`src/rtl/core/css_pkg.sv`:
```
`default_nettype none
// ----------------------------------------------------------------------------
// css_pkg
// Shared command and result codes and field widths of the command slot
// scheduler.
// ----------------------------------------------------------------------------
package css_pkg;

   localparam int CMD_W  = 2;
   localparam int KIND_W = 2;

   localparam logic [CMD_W-1:0] CMD_SCHEDULE = 2'd0;
   localparam logic [CMD_W-1:0] CMD_RUN_ONE  = 2'd1;
   localparam logic [CMD_W-1:0] CMD_DRAIN    = 2'd2;

   localparam logic [KIND_W-1:0] KIND_GRANTED   = 2'd0;
   localparam logic [KIND_W-1:0] KIND_COMPLETED = 2'd1;
   localparam logic [KIND_W-1:0] KIND_EMPTY     = 2'd2;

endpackage : css_pkg
`default_nettype wire

```
`src/rtl/core/css_req_if.sv`:
```
`default_nettype none
// ----------------------------------------------------------------------------
// css_req_if
// Request channel of the command slot scheduler: command code and task word.
// ----------------------------------------------------------------------------
interface css_req_if #(
   parameter int TAG_BITS = 32
);
   logic                       valid;
   logic                       ready;
   logic [css_pkg::CMD_W-1:0]  cmd;
   logic [TAG_BITS-1:0]        task_tag;

   modport source (output valid, output cmd, output task_tag, input ready);
   modport sink   (input valid, input cmd, input task_tag, output ready);
endinterface : css_req_if
`default_nettype wire

```
`src/rtl/core/css_rsp_if.sv`:
```
`default_nettype none
// ----------------------------------------------------------------------------
// css_rsp_if
// Response channel of the command slot scheduler: result kind, slot, task
// word and last mark.
// ----------------------------------------------------------------------------
interface css_rsp_if #(
   parameter int SLOT_W   = 4,
   parameter int TAG_BITS = 32
);
   logic                       valid;
   logic                       ready;
   logic [css_pkg::KIND_W-1:0] kind;
   logic [SLOT_W-1:0]          slot;
   logic [TAG_BITS-1:0]        stored_tag;
   logic                       last;

   modport source (output valid, output kind, output slot, output stored_tag,
                   output last, input ready);
   modport sink   (input valid, input kind, input slot, input stored_tag,
                   input last, output ready);
endinterface : css_rsp_if
`default_nettype wire

```
`src/rtl/core/command_slot_scheduler.sv`:
```
`default_nettype none
// ----------------------------------------------------------------------------
// command_slot_scheduler
// Slot manager: LIFO free list of slot indices plus FIFO ring of waiting
// slots, with a task word stored per slot.
// Schedule: free list read, then grant; with no free slot, the waiting slots
// are first completed until the ring is empty. Run-one and each drained
// completion: ring read, task word read, result, as the memory reads chain.
// Empty ring: a single empty result. A new request is taken the cycle after
// the last result of the previous one is registered.
// Reset (synchronous) restores the free list at once through per-entry
// written bits; no clearing pass.
// ----------------------------------------------------------------------------
module command_slot_scheduler #(
   parameter int SLOTS    = 16,
   parameter int TAG_BITS = 32
) (
   input  logic      clock,
   input  logic      reset,
   css_req_if.sink   req_ch,
   css_rsp_if.source rsp_ch
);

   localparam int SLOT_W     = (SLOTS > 1) ? $clog2(SLOTS) : 1;
   localparam int CNT_W      = $clog2(SLOTS + 1);
   localparam int RING_DEPTH = SLOTS + 1;
   localparam int RPTR_W     = $clog2(RING_DEPTH);

   localparam logic [2:0] ST_IDLE      = 3'd0;
   localparam logic [2:0] ST_CPL_RD    = 3'd1;
   localparam logic [2:0] ST_CPL_TAG   = 3'd2;
   localparam logic [2:0] ST_CPL_OUT   = 3'd3;
   localparam logic [2:0] ST_GRANT_RD  = 3'd4;
   localparam logic [2:0] ST_GRANT_OUT = 3'd5;
   localparam logic [2:0] ST_EMPTY     = 3'd6;

   logic [2:0]                 state_ff, state_in;
   logic [css_pkg::CMD_W-1:0]  mode_ff, mode_in;
   logic [TAG_BITS-1:0]        tag_ff, tag_in;
   logic [CNT_W-1:0]           free_count_ff, free_count_in;
   logic [RPTR_W-1:0]          head_ff, head_in;
   logic [RPTR_W-1:0]          tail_ff, tail_in;
   logic [SLOT_W-1:0]          slot_ff, slot_in;

   logic [SLOT_W-1:0]          free_mem [SLOTS];
   logic [SLOTS-1:0]           free_vld_ff;
   logic [SLOT_W-1:0]          ring_mem [RING_DEPTH];
   logic [TAG_BITS-1:0]        tag_mem [SLOTS];

   logic [SLOT_W-1:0]          free_rd_ff;
   logic                       free_rd_vld_ff;
   logic [SLOT_W-1:0]          free_rd_idx_ff;
   logic [SLOT_W-1:0]          ring_rd_ff;
   logic [TAG_BITS-1:0]        tag_rd_ff;

   logic                       free_rd_en, free_wr_en;
   logic [SLOT_W-1:0]          free_rd_addr, free_wr_addr;
   logic                       ring_rd_en, ring_wr_en;
   logic                       tag_rd_en, tag_wr_en;

   logic                       rsp_valid_ff;
   logic [css_pkg::KIND_W-1:0] rsp_kind_ff, rsp_kind_in;
   logic [SLOT_W-1:0]          rsp_slot_ff, rsp_slot_in;
   logic [TAG_BITS-1:0]        rsp_tag_ff, rsp_tag_in;
   logic                       rsp_last_ff, rsp_last_in;
   logic                       rsp_load;

   logic                       ring_empty;
   logic                       out_free;
   logic [RPTR_W-1:0]          head_next, tail_next;
   logic [CNT_W-1:0]           free_top;
   logic [SLOT_W-1:0]          grant_slot;
   logic [RPTR_W:0]            ring_occ;
   logic [RPTR_W+1:0]          held_total;

   assign ring_empty = (head_ff == tail_ff);
   assign out_free   = !rsp_valid_ff || rsp_ch.ready;
   assign head_next  = (head_ff == RPTR_W'(SLOTS)) ? '0 : head_ff + 1'b1;
   assign tail_next  = (tail_ff == RPTR_W'(SLOTS)) ? '0 : tail_ff + 1'b1;
   assign free_top   = free_count_ff - 1'b1;
   assign grant_slot = free_rd_vld_ff ? free_rd_ff : free_rd_idx_ff;

   assign req_ch.ready      = (state_ff == ST_IDLE);
   assign rsp_ch.valid      = rsp_valid_ff;
   assign rsp_ch.kind       = rsp_kind_ff;
   assign rsp_ch.slot       = rsp_slot_ff;
   assign rsp_ch.stored_tag = rsp_tag_ff;
   assign rsp_ch.last       = rsp_last_ff;

   always_comb begin
      state_in      = state_ff;
      mode_in       = mode_ff;
      tag_in        = tag_ff;
      free_count_in = free_count_ff;
      head_in       = head_ff;
      tail_in       = tail_ff;
      slot_in       = slot_ff;
      free_rd_en    = 1'b0;
      free_rd_addr  = free_top[SLOT_W-1:0];
      free_wr_en    = 1'b0;
      free_wr_addr  = free_count_ff[SLOT_W-1:0];
      ring_rd_en    = 1'b0;
      ring_wr_en    = 1'b0;
      tag_rd_en     = 1'b0;
      tag_wr_en     = 1'b0;
      rsp_load      = 1'b0;
      rsp_kind_in   = css_pkg::KIND_EMPTY;
      rsp_slot_in   = '0;
      rsp_tag_in    = '0;
      rsp_last_in   = 1'b1;
      case (state_ff)
         ST_IDLE: begin
            if (req_ch.valid) begin
               case (req_ch.cmd)
                  css_pkg::CMD_SCHEDULE: begin
                     mode_in = req_ch.cmd;
                     tag_in  = req_ch.task_tag;
                     if (free_count_ff != '0) begin
                        state_in = ST_GRANT_RD;
                     end else if (!ring_empty) begin
                        state_in = ST_CPL_RD;
                     end else begin
                        state_in = ST_EMPTY;
                     end
                  end
                  css_pkg::CMD_RUN_ONE, css_pkg::CMD_DRAIN: begin
                     mode_in  = req_ch.cmd;
                     state_in = ring_empty ? ST_EMPTY : ST_CPL_RD;
                  end
                  default: begin
                     state_in = ST_IDLE;
                  end
               endcase
            end
         end
         ST_CPL_RD: begin
            ring_rd_en = 1'b1;
            head_in    = head_next;
            state_in   = ST_CPL_TAG;
         end
         ST_CPL_TAG: begin
            slot_in   = ring_rd_ff;
            tag_rd_en = 1'b1;
            state_in  = ST_CPL_OUT;
         end
         ST_CPL_OUT: begin
            if (out_free) begin
               rsp_load    = 1'b1;
               rsp_kind_in = css_pkg::KIND_COMPLETED;
               rsp_slot_in = slot_ff;
               rsp_tag_in  = tag_rd_ff;
               rsp_last_in = (mode_ff == css_pkg::CMD_RUN_ONE) ||
                             ((mode_ff == css_pkg::CMD_DRAIN) && ring_empty);
               if (free_count_ff < CNT_W'(SLOTS)) begin
                  free_wr_en    = 1'b1;
                  free_count_in = free_count_ff + 1'b1;
               end
               if (rsp_last_in) begin
                  state_in = ST_IDLE;
               end else if (ring_empty) begin
                  state_in = ST_GRANT_RD;
               end else begin
                  state_in = ST_CPL_RD;
               end
            end
         end
         ST_GRANT_RD: begin
            free_rd_en    = 1'b1;
            free_count_in = free_top;
            state_in      = ST_GRANT_OUT;
         end
         ST_GRANT_OUT: begin
            if (out_free) begin
               rsp_load    = 1'b1;
               rsp_kind_in = css_pkg::KIND_GRANTED;
               rsp_slot_in = grant_slot;
               rsp_tag_in  = tag_ff;
               tag_wr_en   = 1'b1;
               ring_wr_en  = 1'b1;
               tail_in     = tail_next;
               state_in    = ST_IDLE;
            end
         end
         ST_EMPTY: begin
            if (out_free) begin
               rsp_load = 1'b1;
               state_in = ST_IDLE;
            end
         end
         default: begin
            state_in = ST_IDLE;
         end
      endcase
   end

   always_ff @(posedge clock) begin
      if (reset) begin
         state_ff      <= ST_IDLE;
         free_count_ff <= CNT_W'(SLOTS);
         head_ff       <= '0;
         tail_ff       <= '0;
         rsp_valid_ff  <= 1'b0;
         free_vld_ff   <= '0;
      end else begin
         state_ff      <= state_in;
         free_count_ff <= free_count_in;
         head_ff       <= head_in;
         tail_ff       <= tail_in;
         if (rsp_load) begin
            rsp_valid_ff <= 1'b1;
         end else if (rsp_ch.ready) begin
            rsp_valid_ff <= 1'b0;
         end
         if (free_wr_en) begin
            free_vld_ff[free_wr_addr] <= 1'b1;
         end
      end
   end

   always_ff @(posedge clock) begin
      mode_ff <= mode_in;
      tag_ff  <= tag_in;
      slot_ff <= slot_in;
      if (rsp_load) begin
         rsp_kind_ff <= rsp_kind_in;
         rsp_slot_ff <= rsp_slot_in;
         rsp_tag_ff  <= rsp_tag_in;
         rsp_last_ff <= rsp_last_in;
      end
   end

   // free list memory; unwritten entries read as their own index
   always_ff @(posedge clock) begin
      if (free_wr_en) begin
         free_mem[free_wr_addr] <= slot_ff;
      end
      if (free_rd_en) begin
         free_rd_ff     <= free_mem[free_rd_addr];
         free_rd_vld_ff <= free_vld_ff[free_rd_addr];
         free_rd_idx_ff <= free_rd_addr;
      end
   end

   always_ff @(posedge clock) begin
      if (ring_wr_en) begin
         ring_mem[tail_ff] <= grant_slot;
      end
      if (ring_rd_en) begin
         ring_rd_ff <= ring_mem[head_ff];
      end
   end

   always_ff @(posedge clock) begin
      if (tag_wr_en) begin
         tag_mem[grant_slot] <= tag_ff;
      end
      if (tag_rd_en) begin
         tag_rd_ff <= tag_mem[ring_rd_ff];
      end
   end

   assign ring_occ = (tail_ff >= head_ff) ?
                     ((RPTR_W+1)'(tail_ff) - (RPTR_W+1)'(head_ff)) :
                     ((RPTR_W+1)'(tail_ff) + (RPTR_W+1)'(RING_DEPTH) -
                      (RPTR_W+1)'(head_ff));
   assign held_total = (RPTR_W+2)'(free_count_ff) + (RPTR_W+2)'(ring_occ);

   a_slots_conserved: assert property (@(posedge clock) disable iff (reset)
      (state_ff == ST_IDLE) |-> (held_total == (RPTR_W+2)'(SLOTS)))
      else $error("free and waiting slots do not add up");

   a_count_bound: assert property (@(posedge clock) disable iff (reset)
      free_count_ff <= CNT_W'(SLOTS))
      else $error("free count above slot count");

   a_last_ends_item: assert property (@(posedge clock) disable iff (reset)
      (rsp_load && rsp_last_in) |=> (state_ff == ST_IDLE))
      else $error("last result did not end the request");

   a_more_follows: assert property (@(posedge clock) disable iff (reset)
      (rsp_load && !rsp_last_in) |=> (state_ff != ST_IDLE))
      else $error("request ended without last result");

   a_grant_has_slot: assert property (@(posedge clock) disable iff (reset)
      (state_ff == ST_GRANT_RD) |-> (free_count_ff != '0))
      else $error("grant with empty free list");

endmodule : command_slot_scheduler
`default_nettype wire
```
`src/flat_wrapper.sv`:
```
// flat-port wrapper written by rule: the top's interface ports become plain ports
module command_slot_scheduler_flat 
#(
   parameter int SLOTS    = 16,
   parameter int TAG_BITS = 32
)
  (clock, reset, req_ch_valid, req_ch_cmd, req_ch_task_tag, req_ch_ready, rsp_ch_valid, rsp_ch_kind, rsp_ch_slot, rsp_ch_stored_tag, rsp_ch_last, rsp_ch_ready);
  css_req_if #(.TAG_BITS(TAG_BITS)) req_ch_i ();
  css_rsp_if #(.TAG_BITS(TAG_BITS)) rsp_ch_i ();
  input  logic clock;
  input  logic reset;
  input wire logic [$bits(req_ch_i.valid)-1:0] req_ch_valid;
  input wire logic [$bits(req_ch_i.cmd)-1:0] req_ch_cmd;
  input wire logic [$bits(req_ch_i.task_tag)-1:0] req_ch_task_tag;
  output wire logic [$bits(req_ch_i.ready)-1:0] req_ch_ready;
  output wire logic [$bits(rsp_ch_i.valid)-1:0] rsp_ch_valid;
  output wire logic [$bits(rsp_ch_i.kind)-1:0] rsp_ch_kind;
  output wire logic [$bits(rsp_ch_i.slot)-1:0] rsp_ch_slot;
  output wire logic [$bits(rsp_ch_i.stored_tag)-1:0] rsp_ch_stored_tag;
  output wire logic [$bits(rsp_ch_i.last)-1:0] rsp_ch_last;
  input wire logic [$bits(rsp_ch_i.ready)-1:0] rsp_ch_ready;
  assign req_ch_i.valid = req_ch_valid;
  assign req_ch_i.cmd = req_ch_cmd;
  assign req_ch_i.task_tag = req_ch_task_tag;
  assign req_ch_ready = req_ch_i.ready;
  assign rsp_ch_valid = rsp_ch_i.valid;
  assign rsp_ch_kind = rsp_ch_i.kind;
  assign rsp_ch_slot = rsp_ch_i.slot;
  assign rsp_ch_stored_tag = rsp_ch_i.stored_tag;
  assign rsp_ch_last = rsp_ch_i.last;
  assign rsp_ch_i.ready = rsp_ch_ready;
  command_slot_scheduler #(.SLOTS(SLOTS), .TAG_BITS(TAG_BITS)) u_core (.clock(clock), .reset(reset), .req_ch(req_ch_i), .rsp_ch(rsp_ch_i));
endmodule
```
`config.mk`:
```
export PLATFORM = sky130hd
export DESIGN_NAME = command_slot_scheduler_flat
export DESIGN_NICKNAME = d
export VERILOG_FILES = /design/src/rtl/core/css_pkg.sv /design/src/rtl/core/css_req_if.sv /design/src/rtl/core/css_rsp_if.sv /design/src/rtl/core/command_slot_scheduler.sv /design/src/flat_wrapper.sv
export SDC_FILE = /design/constraint.sdc
export NUM_CORES = 1
export LEC_CHECK = 0
export BUFFER_PORTS_ARGS = -buffer_cell sky130_fd_sc_hd__clkbuf_2
export CAP_MARGIN = 20
export CORE_UTILIZATION = 30
export CTS_CLUSTER_SIZE = 40
export DETAILED_ROUTE_END_ITERATION = 10
export SYNTH_ARGS = -nofsm -noshare
export SYNTH_HDL_FRONTEND = slang
export SYNTH_SLANG_ARGS = --single-unit
```
`constraint.sdc`:
```
create_clock -name clock -period 11.55 [get_ports clock]
set_input_delay 2.31 -clock clock [delete_from_list [all_inputs] [get_ports clock]]
set_output_delay 2.31 -clock clock [all_outputs]
set_load 0.02 [all_outputs]
```
==> flow_metrics.py, run 1 <==
metrics = {
    "finish": {
        "fin_nets": 1569,
        "stdcell_area_sq_um": 35450,
        "final_util": 0.3524,
        "layout_commonest_cell": "edfxtp_1",
        "most-common-layout-cells": "edfxtp_1, mux4_2, clkbuf_16, clkbuf_2, nor2_1",
        "area_delta_synth_final_pct": 15.77,
        "drive_gt1_frac": 0.2817,
        "n_antenna_cell": 0,
        "fill_cells": 9281,
    },
    "timing": {
        "rsz0062_at_grt": "false",
        "setup_viol": 0,
        "maxSlewHeadroom": 0.2876,
        "fin_crit_ns": 4.621,
        "max_freq_ghz": 0.2164,
        "tightest_slew_ns": 1.064,
        "finClkSkew_ns": 0.03058,
        "final.period_utilization": 0.4000,
        "finalHoldViolCount": 0,
        "final.setup.tns_ns": 0,
        "drv_slew": 0,
    },
    "drt": {
        "drt_iter0_drc": 1612,
        "post-route-drc-count": 0,
        "routed_wl_um": 68940,
        "vias": 14536,
        "routed_via_density": 4.944,
        "drt-pass1-iter-count": 5,
        "wl_per_cell_um": 23.45,
        "ant_nets": 0,
    },
    "clock_tree": {
        "clk_pin_slew_ns": 0.06,
        "clock_latency_ns": 0.64,
        "h-tree-depth": 3,
        "postCtsSetupRepairBufs": 0,
        "cts-buffers-inserted": 78,
        "clockBufferDepth": 3,
        "cts_resized": 0,
        "cts.sinks": 801,
        "cts_tree": "done",
        "cts_hold_buf": 0,
        "cts_root_buf": "clkbuf_16",
    },
    "hold_path": {
        "hp-start": "u_core.free_vld_ff[0]",
        "hold_end": "u_core.free_vld_ff[0]",
        "hold_depth": 2,
        "hold_class": "flop to flop",
    },
    "synthesis": {
        "muxShareOfSynthArea": 0.1478,
        "synth_xor_area_frac": 0.005149,
        "synth_top_family_by_area": "multiplexers",
        "synth_top_area_cell": "edfxtp_1",
        "synth_seq_cells": 801,
        "syn-cell-area_sq_um": 30620,
        "post_synth.cell_area_avg_sq_um": 21.81,
        "synth_compound_area_frac": 0.02378,
        "synth_fa_ha_area_frac": 0.005312,
        "yosys.area_share.simple": 0.02922,
        "yosys_warnings": 0,
        "synth_ff_type": "edfxtp_1",
        "yosysSeqAreaShare": 0.7741,
        "synthCells": 1404,
        "synth_nets": 1455,
        "synth_area_leaders": "edfxtp_1, mux4_2, dfxtp_1, a22o_1, nor2_1",
        "synth_top_area_share": 0.7512,
        "synth.distinct_cells": 58,
        "synthArstFlopShare": 0,
        "synth_edf_count": 766,
    },
    "worst_setup_path": {
        "crit_type": "input port to flop",
        "critPathRequiredTime_ns": 11.79,
        "cp_data_arrival_time_ns": 4.86,
        "endpoint_kind": "flop",
        "r2r-end": "u_core.tag_mem[4][4]",
        "r2r_slack_ns": 7.97,
        "start_kind": "input port",
        "crit_fanout": 32,
        "r2r_start": "u_core.free_rd_vld_ff",
        "rr_worst_depth": 6,
    },
    "power_and_ir_drop": {
        "power_density_nw_per_um2": 191.0,
        "leakage_nw": 10.97,
        "ir_worst_vdd_v": 0.0001059,
    },
    "floorplanning": {
        "fp.dieH_um": 321.5,
        "core-area_sq_um": 100600,
        "boundaryPins": 79,
        "rows": 116,
        "die_x_um": 321.5,
        "die_area_sq_um": 103300,
        "start_util": 0.3044,
    },
    "global_route": {
        "track_usage": 0.1332,
        "grt_pass1_vias": 14652,
        "grt_max_degree": 99,
        "antenna_found_initial": 3,
        "grt_first_pass_wirelength_um": 100200,
        "overflow": 0,
    },
    "placement": {
        "place.gp.congestion": 0.7967,
        "postPlaceCellArea_sq_um": 32750,
        "numPortBuffers": 78,
        "dpl.hpwl_um": 41720,
    },
    "run": {
        "maxCapViolCount": 0,
    },
    "run_status": {
        "outcome": "completed",
    },
}
## cells by family (layout without fill, tap and decap cells)
logic type                 Yosys count  after routing
muxes                              205            205
AOI/OAI and AO/OA                   93             93
DFF                                801            801
and+or+nand+nor                    184            184
xor gates and xnor gates            18             18
adders and majority gates           13             13
buffers and inverters               90            269
## final cells by class
class,count,area [sq um],share of cell area
tap,1357,1698,0.04790
clock inverter,51,445.4,0.01257
sequential,801,23700,0.6686
inverter,17,63.81,0.001800
multi-input combinational,513,6610,0.1865
clock buffer,94,2076,0.05856
timing repair buffer,107,853.3,0.02407
## where the power goes
part	internal (mW)	switching, mW	total [mW]	leakage, nW
clock	1.41	1.09	2.50	1.23
combinational	0.294	0.498	0.791	2.59
sequential	3.36	0.119	3.48	7.15
total	5.06	1.71	6.77	11.0
## worst max-delay path by stage
stage / start / end / cells past startpoint
floorplan: rsp_ch_ready / u_core.tag_mem[12][0] / 7
global placement: rsp_ch_ready / u_core.tag_mem[2][27] / 5
detailed placement: rsp_ch_ready / u_core.tag_mem[6][6] / 5
CTS: rsp_ch_ready / u_core.tag_mem[6][30] / 5
global route: rsp_ch_ready / u_core.tag_mem[14][26] / 5
finish: rsp_ch_ready / u_core.tag_mem[14][26] / 5
## critical path: stages
cell      delay, ns
clkbuf_2       0.10
nand2b_1       0.37
and3_2         0.57
or3b_2         0.63
nor2_4         0.84
## routing by layer
layer  wire, um  up-vias  track usage  part of all wire
li1           -     6080            -                 -
met1      31600     7831       0.1990              0.46
met2      31080      549       0.1970              0.45
met3       5224       76      0.02861             0.076
met4       1034        0      0.03153             0.015
met5          0        -            0                 0
## cell usage after synthesis (3+ instances only)
master and n:
a211oi_1 10, a21oi_1 6, a221oi_1 4, a22o_1 36
a31oi_1 18, a41oi_1 3, and2_1 8, and3_1 4
buf_1 12, buf_2 17, buf_4 13, buf_6 5
clkbuf_1 25, dfxtp_1 35, edfxtp_1 766, ha_1 13
inv_1 16, mux2_2 3, mux2i_1 6, mux4_1 5
mux4_2 191, nand2_1 31, nand2b_1 8, nand3_1 6
nand4_1 4, nor2_1 83, nor2b_1 10, nor3_1 10
or3b_2 3, xnor2_1 4, xor2_1 14
## flip-flops by register name (all words and copies together) (netlist names), 5 cells and up
register and cells:
u_core.tag_mem 512, u_core.ring_mem 68, u_core.free_mem 64, u_core.rsp_ch.stored_tag 32, u_core.tag_ff 32, u_core.tag_rd_ff 32
u_core.free_vld_ff 16, u_core.free_count_ff 5, u_core.head_ff 5, u_core.tail_ff 5
## stage by stage
| stage | hold slack, ns | power [mW] | setup WS (ns) | std cells |
|---|---|---|---|---|
| after floorplan | 0.4255 | 4.026 | 6.426 | 1404 |
| after global placement | 0.4474 | 4.328 | 6.258 | 2780 |
| after detailed placement | 0.4653 | 4.347 | 6.199 | 2787 |
| after CTS | 0.4830 | 6.843 | 6.864 | 2932 |
| after global routing | 0.5093 | 7.016 | 6.846 | 2940 |
| final | 0.4821 | 6.772 | 6.929 | 2940 |
Power figures use the tool's default switching activity.
==> run 2, diff against run 1 <==
Settings changed: ABC_AREA from default to 1.
Clock period 11.55 ns to 4.6 ns, I/O delays scaled along.
==> flow_metrics.py, run 2 <==
metrics = {
    "synthesis": {
        "synth_ff_type": "edfxtp_1",
        "synth_nets": 2313,
        "synth_top_area_cell": "edfxtp_1",
        "post_synth.cell_area_avg_sq_um": 14.10,
        "synth.distinct_cells": 36,
        "synth_most_common_cell": "edfxtp_1",
        "synth_edf_count": 766,
        "synth_area_leaders": "edfxtp_1, mux2i_1, o21ai_0, o211ai_1, a21oi_1",
        "netlist_top_cells_count": "edfxtp_1, o21ai_0, nor2_1",
        "synthCells": 2262,
        "yosysSeqAreaShare": 0.7434,
        "synth_seq_cells": 801,
        "synth_top_area_share": 0.7214,
        "syn-cell-area_sq_um": 31880,
        "synthArstFlopShare": 0,
        "yosys_warnings": 0,
    },
    "drt": {
        "ant_nets": 0,
        "drt-pass1-iter-count": 5,
        "routed_wl_um": 75490,
        "vias": 18194,
        "post-route-drc-count": 0,
        "wl_per_cell_um": 19.92,
        "drt_iter0_drc": 1711,
        "routed_via_density": 4.801,
    },
    "timing": {
        "maxSlewHeadroom": 0.3131,
        "fin_crit_ns": 3.304,
        "drv_slew": 0,
        "hold_ws_ns": 0.4365,
        "final.period_utilization": 0.7183,
        "rsz0062_at_grt": "false",
        "setup_viol": 0,
        "tightest_slew_ns": 1.030,
        "finClkSkew_ns": 0.03369,
        "max_freq_ghz": 0.3027,
        "final.setup.tns_ns": 0,
        "finalHoldViolCount": 0,
    },
    "finish": {
        "n_antenna_cell": 0,
        "fin_nets": 2384,
        "most-common-layout-cells": "edfxtp_1, o21ai_0, inv_1, nor2_1, a21oi_1",
        "layout_commonest_cell": "edfxtp_1",
        "stdcell_area_sq_um": 36330,
        "area_delta_synth_final_pct": 13.95,
        "reg.largest.list": "u_core.tag_mem: 512 flops, u_core.ring_mem: 68 flops, u_core.free_mem: 64 flops",
        "fill_cells": 10006,
        "drive_gt1_frac": 0.1130,
        "largest_reg_flops": 512,
        "largest-register": "u_core.tag_mem",
        "final_cells": 3790,
    },
    "power_and_ir_drop": {
        "leakage_nw": 12.37,
        "power_density_nw_per_um2": 512.7,
        "p_total_mw": 18.63,
        "ir_worst_vdd_v": 0.0002666,
    },
    "floorplanning": {
        "fp.dieH_um": 328.0,
        "boundaryPins": 79,
        "die_x_um": 328.0,
        "core-area_sq_um": 105300,
        "rows": 119,
        "die_area_sq_um": 107600,
        "start_util": 0.3029,
    },
    "worst_setup_path": {
        "critPathRequiredTime_ns": 4.89,
        "endpoint_kind": "flop",
        "crit_type": "flop to flop",
        "start_kind": "flop",
        "crit_fanout": 21,
        "cp_data_arrival_time_ns": 3.60,
    },
    "clock_tree": {
        "cts_root_buf": "clkbuf_16",
        "cts_resized": 0,
        "cts.sinks": 801,
        "h-tree-depth": 3,
        "cts_hold_buf": 0,
        "clock_latency_ns": 0.65,
        "clockBufferDepth": 3,
        "cts-buffers-inserted": 82,
        "clk_pin_slew_ns": 0.06,
        "postCtsSetupRepairBufs": 0,
        "cts_tree": "done",
    },
    "placement": {
        "place.gp.congestion": 0.7963,
        "dpl.hpwl_um": 42730,
        "postPlaceCellArea_sq_um": 33700,
        "placed_cells": 3638,
        "numPortBuffers": 78,
    },
    "run_status": {
        "outcome": "completed",
    },
    "global_route": {
        "track_usage": 0.1391,
        "grt_pass1_vias": 17841,
        "antenna_found_initial": 1,
        "overflow": 0,
        "grt_max_degree": 130,
        "grt_first_pass_wirelength_um": 113000,
    },
    "run": {
        "maxCapViolCount": 0,
    },
    "hold_path": {
        "hold_class": "input port to flop",
    },
}
run 2: kinds of logic (layout without fill, tap and decap cells):
family	count (synthesis)	in the layout	share of synthesized area
flip-flops	801	801	0.7434
AO/OA/AOI/OAI	613	613	0.1137
AND/OR/NAND/NOR	377	377	0.04819
buffers and inverters	325	462	0.04784
multiplexers	128	128	0.04018
adder cells (fa/ha/maj)	13	13	0.005102
XOR/XNOR	5	5	0.001609
run 2: path summary, 6_finish.rpt:
| path | start | end | slack [ns] | depth (start not counted) |
|---|---|---|---|---|
| min | req_ch_task_tag[15] | u_core.tag_ff[15] | 0.44 | 1 |
| max reg2reg | u_core.free_rd_vld_ff | u_core.tag_mem[10][22] | 1.30 | 6 |
| max | u_core.free_rd_vld_ff | u_core.tag_mem[10][22] | 1.30 | 6 |
| min reg2reg | u_core.free_vld_ff[2] | u_core.free_vld_ff[2] | 0.46 | 2 |
run 2: power breakdown:
group	leakage [nW]	switching (mW)	internal [mW]
clock	1.25	2.81	3.62
combinational	3.94	2.33	0.972
sequential	7.19	0.327	8.57
total	12.4	5.47	13.2
run 2: layer usage:
metal | vias up | track usage | wire [um]
met4 | 2 | 0.04388 | 1486
met3 | 99 | 0.02385 | 4723
li1 | 8507 | - | -
met1 | 9041 | 0.1944 | 34170
met2 | 545 | 0.2199 | 35100
met5 | - | 0 | 13
run 2: stage by stage:
step,utilization,setup WS (ns)
after floorplan,-,0.7288
after global placement,0.3202,0.8356
after detailed placement,0.3202,0.7984
after CTS,0.3448,1.211
after global routing,0.3451,1.112
final,0.3451,1.296
run 2: worst max-delay path: stages, from the launching register on:
cell and delay, ns:
edfxtp_1 0.47, nand2_1 0.11, o21ai_0 0.23, inv_1 0.62
nand3_1 0.48, nor2_4 0.57, buf_4 0.47
run 2: final cells by class:
type | instances | area [sq um] | share of cell area
Timing Repair Buffer | 117 | 770.7 | 0.02121
Sequential cell | 801 | 23700 | 0.6524
Tap cell | 1391 | 1740 | 0.04790
Multi-Input combinational cell | 1136 | 6794 | 0.1870
Clock buffer | 112 | 2206 | 0.06072
Inverter | 195 | 737.0 | 0.02028
Clock inverter | 38 | 380.4 | 0.01047
